===== config.mk =====
export PLATFORM = sky130hd
export DESIGN_NAME = vfir_math
export DESIGN_NICKNAME = d
export VERILOG_FILES = /design/src/hw/rtl/vfir_pkg.sv /design/src/hw/rtl/vfir_math.sv
export SDC_FILE = /design/constraint.sdc
export NUM_CORES = 2
export LEC_CHECK = 0
export BUFFER_PORTS_ARGS = -buffer_cell sky130_fd_sc_hd__clkbuf_2
export CORE_AREA = 2 2 488 490
export CTS_CLUSTER_SIZE = 30
export DETAILED_ROUTE_END_ITERATION = 8
export DIE_AREA = 0 0 490 492
export PLACE_DENSITY_LB_ADDON = 0.05
export REMOVE_ABC_BUFFERS = 1
export SLEW_MARGIN = 5
export SYNTH_ARGS = -nofsm -noshare
export SYNTH_HDL_FRONTEND = slang
export SYNTH_SLANG_ARGS = --single-unit

===== constraint.sdc =====
create_clock -name clk -period 11.6 [get_ports clk]
set_clock_uncertainty 0.2 [all_clocks]
set_input_delay 2.32 -clock clk [delete_from_list [all_inputs] [get_ports clk]]
set_output_delay 2.32 -clock clk [all_outputs]
set_load 0.02 [all_outputs]

===== src/hw/rtl/vfir_pkg.sv =====
// Package for the vertical FIR line buffer: payload structs, register map,
// default parameters. No dependencies.
package vfir_pkg;
  localparam int DefMaxWidth  = 4096;
  localparam int DefPixelBits = 16;
  localparam int DefTaps      = 5;
  localparam int NumLines     = 4;
  localparam int CoefW        = 11;
  localparam int RecipW       = 24;
  localparam int BiasW        = 32;
  localparam int SumW         = 31;  // 5 * 2^10 * 2^16 fits signed 31
  localparam int ProdW        = 55;

  typedef enum logic [2:0] {
    REG_COEF0 = 3'd0, REG_COEF1 = 3'd1, REG_COEF2 = 3'd2, REG_COEF3 = 3'd3,
    REG_COEF4 = 3'd4, REG_RECIP = 3'd5, REG_BIAS = 3'd6, REG_MAX = 3'd7
  } reg_idx_t;

  typedef struct packed {
    logic [15:0] sample;
    logic        row_end;
    logic        last_row;
  } in_item_t;

  typedef struct packed {
    logic [15:0] pixel_out;
    logic        run_last;
    logic        frame_done;
  } out_item_t;

  // One filter job handed from the line buffer stage to the arithmetic stages.
  typedef struct packed {
    logic [4:0][15:0] tap;       // tap[0] is two rows above center
    logic             run_last;
    logic             frame_done;
  } job_t;

  typedef struct packed {
    logic signed [4:0][CoefW-1:0] coef;
    logic signed [RecipW-1:0]     recip;
    logic signed [BiasW-1:0]      bias;
    logic [15:0]                  max_value;
  } cfg_t;
endpackage


===== src/hw/rtl/vfir_math.sv =====
// Arithmetic pipeline: weighted tap sum, reciprocal multiply, bias, round,
// clamp, then output skid register. Depends on vfir_pkg.
module vfir_math #(
  parameter int TAPS = vfir_pkg::DefTaps
) (
  input  logic               clk,
  input  logic               rst,
  input  vfir_pkg::cfg_t     cfg,
  input  logic               job_valid,
  output logic               job_ready,
  input  vfir_pkg::job_t     job,
  output logic               out_valid,
  input  logic               out_ready,
  output vfir_pkg::out_item_t out_item
);
  import vfir_pkg::*;

  // stage 1: products, stage 2: sum, stage 3: scale, stage 4: round/clamp
  logic s1_v, s2_v, s3_v, s4_v;
  logic adv;
  // skid entry parks a stalled result so the pipe stalls from the next cycle
  logic      sk_v;
  out_item_t sk_item;
  out_item_t s4_item;
  assign adv = !sk_v;
  assign job_ready = adv;

  logic signed [4:0][27:0] s1_p;
  logic [1:0] s1_f, s2_f, s3_f;
  logic signed [SumW-1:0] s2_sum;
  logic signed [ProdW-1:0] s3_prod;

  logic signed [ProdW+1:0] t;
  logic signed [ProdW+1:0] q;
  logic [15:0] clamp;

  always_comb begin
    t = (ProdW+2)'(s3_prod) + (ProdW+2)'(cfg.bias) + (ProdW+2)'(32768);
    q = t >>> 16;  // floor
    if (q < 0) clamp = '0;
    else if (q > $signed({1'b0, cfg.max_value})) clamp = cfg.max_value;
    else clamp = q[15:0];
  end

  always_ff @(posedge clk) begin
    if (rst) begin
      s1_v <= 1'b0; s2_v <= 1'b0; s3_v <= 1'b0; s4_v <= 1'b0;
    end else if (adv) begin
      s1_v <= job_valid; s2_v <= s1_v; s3_v <= s2_v; s4_v <= s3_v;
    end
  end

  always_ff @(posedge clk) begin
    if (adv) begin
      for (int i = 0; i < 5; i++) begin
        if (TAPS == 3 && (i == 0 || i == 4)) s1_p[i] <= '0;
        else s1_p[i] <= 28'($signed(cfg.coef[i]) * $signed({1'b0, job.tap[i]}));
      end
      s1_f     <= {job.run_last, job.frame_done};
      s2_sum   <= SumW'($signed(s1_p[0])) + SumW'($signed(s1_p[1]))
                + SumW'($signed(s1_p[2])) + SumW'($signed(s1_p[3]))
                + SumW'($signed(s1_p[4]));
      s2_f     <= s1_f;
      s3_prod  <= ProdW'(s2_sum) * ProdW'(cfg.recip);
      s3_f     <= s2_f;
      s4_item  <= '{pixel_out: clamp, run_last: s3_f[1], frame_done: s3_f[0]};
    end
  end

  always_ff @(posedge clk) begin
    if (rst) begin
      sk_v <= 1'b0;
    end else if (sk_v) begin
      if (out_ready) sk_v <= 1'b0;
    end else if (s4_v && !out_ready) begin
      sk_v <= 1'b1;
    end
  end

  always_ff @(posedge clk) begin
    if (!sk_v && s4_v && !out_ready) sk_item <= s4_item;
  end

  assign out_valid = sk_v || s4_v;
  assign out_item  = sk_v ? sk_item : s4_item;
endmodule


# Word level (Yosys, flattened, before mapping)

Cells that the tools add are included.
W data, S select, Z words.

Bits in registers: 273
Bits of input ports: 213
Output and inout bits: 20
Logic and storage cells: 46

Add/subtract/negate cells: 6
Multipliers: 6
Order comparisons: 2
Mux-type cells: 5
Reductions and logical operators: 6

Operator list:

| operator                 | count |
|---|---|
| $mul A11 B17 Y28         | 5 |
| $add A56 B17 Y57 const B | 1 |
| $add A55 B32 Y56         | 1 |
| $mul A31 B24 Y55         | 1 |
| $gt A41 B17 Y1           | 1 |
| $lt A41 B1 Y1 const B    | 1 |
| $add A30 B28 Y31         | 1 |
| $add A31 B28 Y31         | 1 |
| $add A29 B28 Y30         | 1 |
| $add A28 B28 Y29         | 1 |
| $mux W18                 | 1 |
| $mux W16                 | 1 |
| $logic_and A1 B1 Y1      | 3 |
| $mux W1                  | 3 |
| $logic_not A1 Y1         | 2 |
| $logic_or A1 B1 Y1       | 1 |

# Depth between registers and ports, before layout

Depth after elaboration: 4
Depth in mapped cells: 29
Mapped depth without buffers: 28

# Worst setup path after synthesis

No wires, ideal clock.

Path type: input to register
Start point: input port cfg[51] in the netlist's numbering
End point: register s3_prod[51] (data pin)
Setup time: 0.264 ns
Data arrival time: 8.867 ns
Required time: 11.136 ns
Setup slack: 2.269 ns
Stages: 27
Buffers on the path: 1
Cells stage by stage: clkbuf_1 > nand2_1 > fa_1 > inv_1 > fa_1 > inv_1 > fa_1 > fa_1 > inv_1 > fa_1 > fa_1 > inv_1 > fa_1 > inv_1 > ha_1 > a21o_1 > a21o_1 > a21oi_1 > o21ai_0 > a31oi_1 > a31oi_1 > a31oi_1 > nor2b_1 > o311a_1 > o21a_1 > a221oi_1 > xnor2_1

Longest elaborated chain between the ends: 1

RTL lines:

| what                   | line            | RTL |
|---|---|---|
| start: declaration     | vfir_math.sv:8  | `input vfir_pkg::cfg_t cfg,` |
| $mul A31 B24 Y55       | vfir_math.sv:64 | `s3_prod <= ProdW'(s2_sum) * ProdW'(cfg.recip);` |
| end signal: assignment | vfir_math.sv:64 |  |
| end: declaration       | vfir_math.sv:31 | `logic signed [ProdW-1:0] s3_prod;` |

Every way passes these cells.
A chain may end at the register's enable or synchronous reset.

# Final worst setup path

Same ends and word-level chain as after synthesis.

==> metrics.txt <==
core area about 240,000 um2; # setup viols final 0; worst skew pair latency 0.62 ns; Async SR Flop Fraction 0%; RSZ-0062 raised after global routing no; Nets between 9,000 and 10,000; max-slew violations 0; final WL around 200 mm; Startpoint Class input pin; outcome complete, no violations; Final WS setup 1.65 ns; post-synth top area share a little over two fifths; clock sinks approximately 270; Seq/Total Area, Yosys 11.6%; Avg Synthesized Cell Area roughly 9.7 um2; RD Place Congestion a little under 0.8; count leader, synth inv_1; CTS resizes 0; CP Capture Type flip-flop; postcts setup bufs 0; worst path required time approximately 12 ns; starting density of the core 29.8%; layout cell share with drive strength beyond 1 5.66%; CTS tree done; WL/cell 19.0 um; Die Y-Extent about 490 um; FILL cells about 25,000; Final ANT Viol Nets 0; end-of-flow core utilization about a third; residual DRC count 0; synth cell count leaders inv_1 (1,516), fa_1 (1,477), nand2_1 (907), and2_1 (759), ha_1 (708); CP delay by family, top adder cells; Critical Path Slowest Stage Cell clkbuf_2; via/cell ratio around 4.5; Total GRT Usage 17.0%; Final TNS setup 0 ns; Synth Register Bits between 200 and 300; critical path fanouts, max 24; DP Wirelength 171 mm; total grt overflow 0; Multi-input gate area 55,500 um2; n_diodes 0; CTS Hold Bufs 0; Placed Cells ~10,000; Slew @ Worst Pin between 1 and 1.5 ns; # IOs between 200 and 250; critical path data arrival time 10.09 ns; Rel. slew slack 23.5%; Synth area leaders fa_1 (42%), ha_1 (13%), edfxtp_1 (11%), inv_1 (8.1%), and2_1 (6.7%); Area growth, synth to finish 8.27%; CTS buffer count 39; post-layout min period 9.95 ns; cell mode on critical path fa_1; critical path type in -> reg; vias 47,400; initial drt markers about 1,800; WP buf/inv 6; Syn Inst Count about 7,300; FF+latch area roughly 8000 um2; drt pass-1 iters 5; Port Buffers about 230; fin crit share roughly 86%; fmax roughly 100 MHz; vias in the first global route ~53,000; leading register cell type out of synthesis edfxtp_1; synth warn 0; largest net degree at the start of global routing 104; total of max-cap violations 0; H-tree depth 2; Post-Place Worst Slack about 0.96 ns; clk slew on worst S/H paths around 0.06 ns; Root Buffer clkbuf_16; # rows around 180; DIE AREA between 200,000 and 250,000 um2; CP peak stage delay 0.61 ns; synth unique cells 80; CTS max path bufs 3; Post-synth EDFFs ~270; initial antenna violation count 7; area leader, netlist fa_1; first-pass GRT wire length approximately 320 mm; hold crit path type reg -> reg; endpoints failing hold 0; Die W 490 um; mapped cell area just over 70,000 um2; Non-Filler Instances between 10,000 and 15,000
## final cells by class
type	count	share of cell area (%)
Clock buffer	44	1.30
Clock inverter	25	0.458
Inverter	1517	7.48
Multi-Input combinational cell	5211	72.8
Sequential cell	273	10.7
Tap cell	3167	5.20
Timing Repair Buffer	292	2.11
## placed cells by master, fill, tap and decap left out, types with 96 or more instances in the layout
master       n
edfxtp_1   268
nand2_1    907
fa_1      1477
ha_1       708
clkbuf_2   232
nor2_1     200
and2_1     759
inv_1     1515
o21ai_0     96
nand2b_1   108
a21oi_1    154
xnor2_1    157
## metal layers
layer	up-vias	wire (um)	track usage [%]
met3	126	5150	1.56
met4	4	3240	2.79
met1	24300	91900	22.8
li1	22300	-	-
met5	-	21	0
met2	593	100000	29.9
## sequential cells by signal (all words and copies together) (netlist names)
register and count:
s1_p 140, s3_prod 55, s2_sum 31, s4_item 18, sk_item 18, s1_f 2, s2_f 2, s3_f 2
s1_v 1, s2_v 1, s3_v 1, s4_v 1, sk_v 1
## metrics by stage
step / cell area, um2 / hold slack [ns]
finish: 76200 / 0.223
global placement: 74900 / 0.202
floorplan: 69300 / 0.200
global route: 76200 / 0.234
CTS: 76200 / 0.227
detailed placement: 74900 / 0.206
## cell families after synthesis
kind of cell,count (synthesis),synth area share (%)
AOI/OAI and AO/OA,564,5.34
xor gates and xnor gates,204,2.54
buffers and inverters,1808,9.65
muxes,44,0.661
DFF,273,11.6
and+or+nand+nor,2214,15.7
adders and majority gates,2185,54.6
## final timing paths
check,from,end,slack [ns],cells after the start
worst max register to register,s2_sum[21],s3_prod[51],2.83,26
worst min register to register,s3_f[1],s4_item[1],0.22,0
worst min-delay path,s3_f[1],s4_item[1],0.22,0
worst max-delay path,cfg[51],s3_prod[51],1.65,27
Power is not shown: default switching activity piles up to over one toggle a cycle in this logic, so the estimate is an artifact.
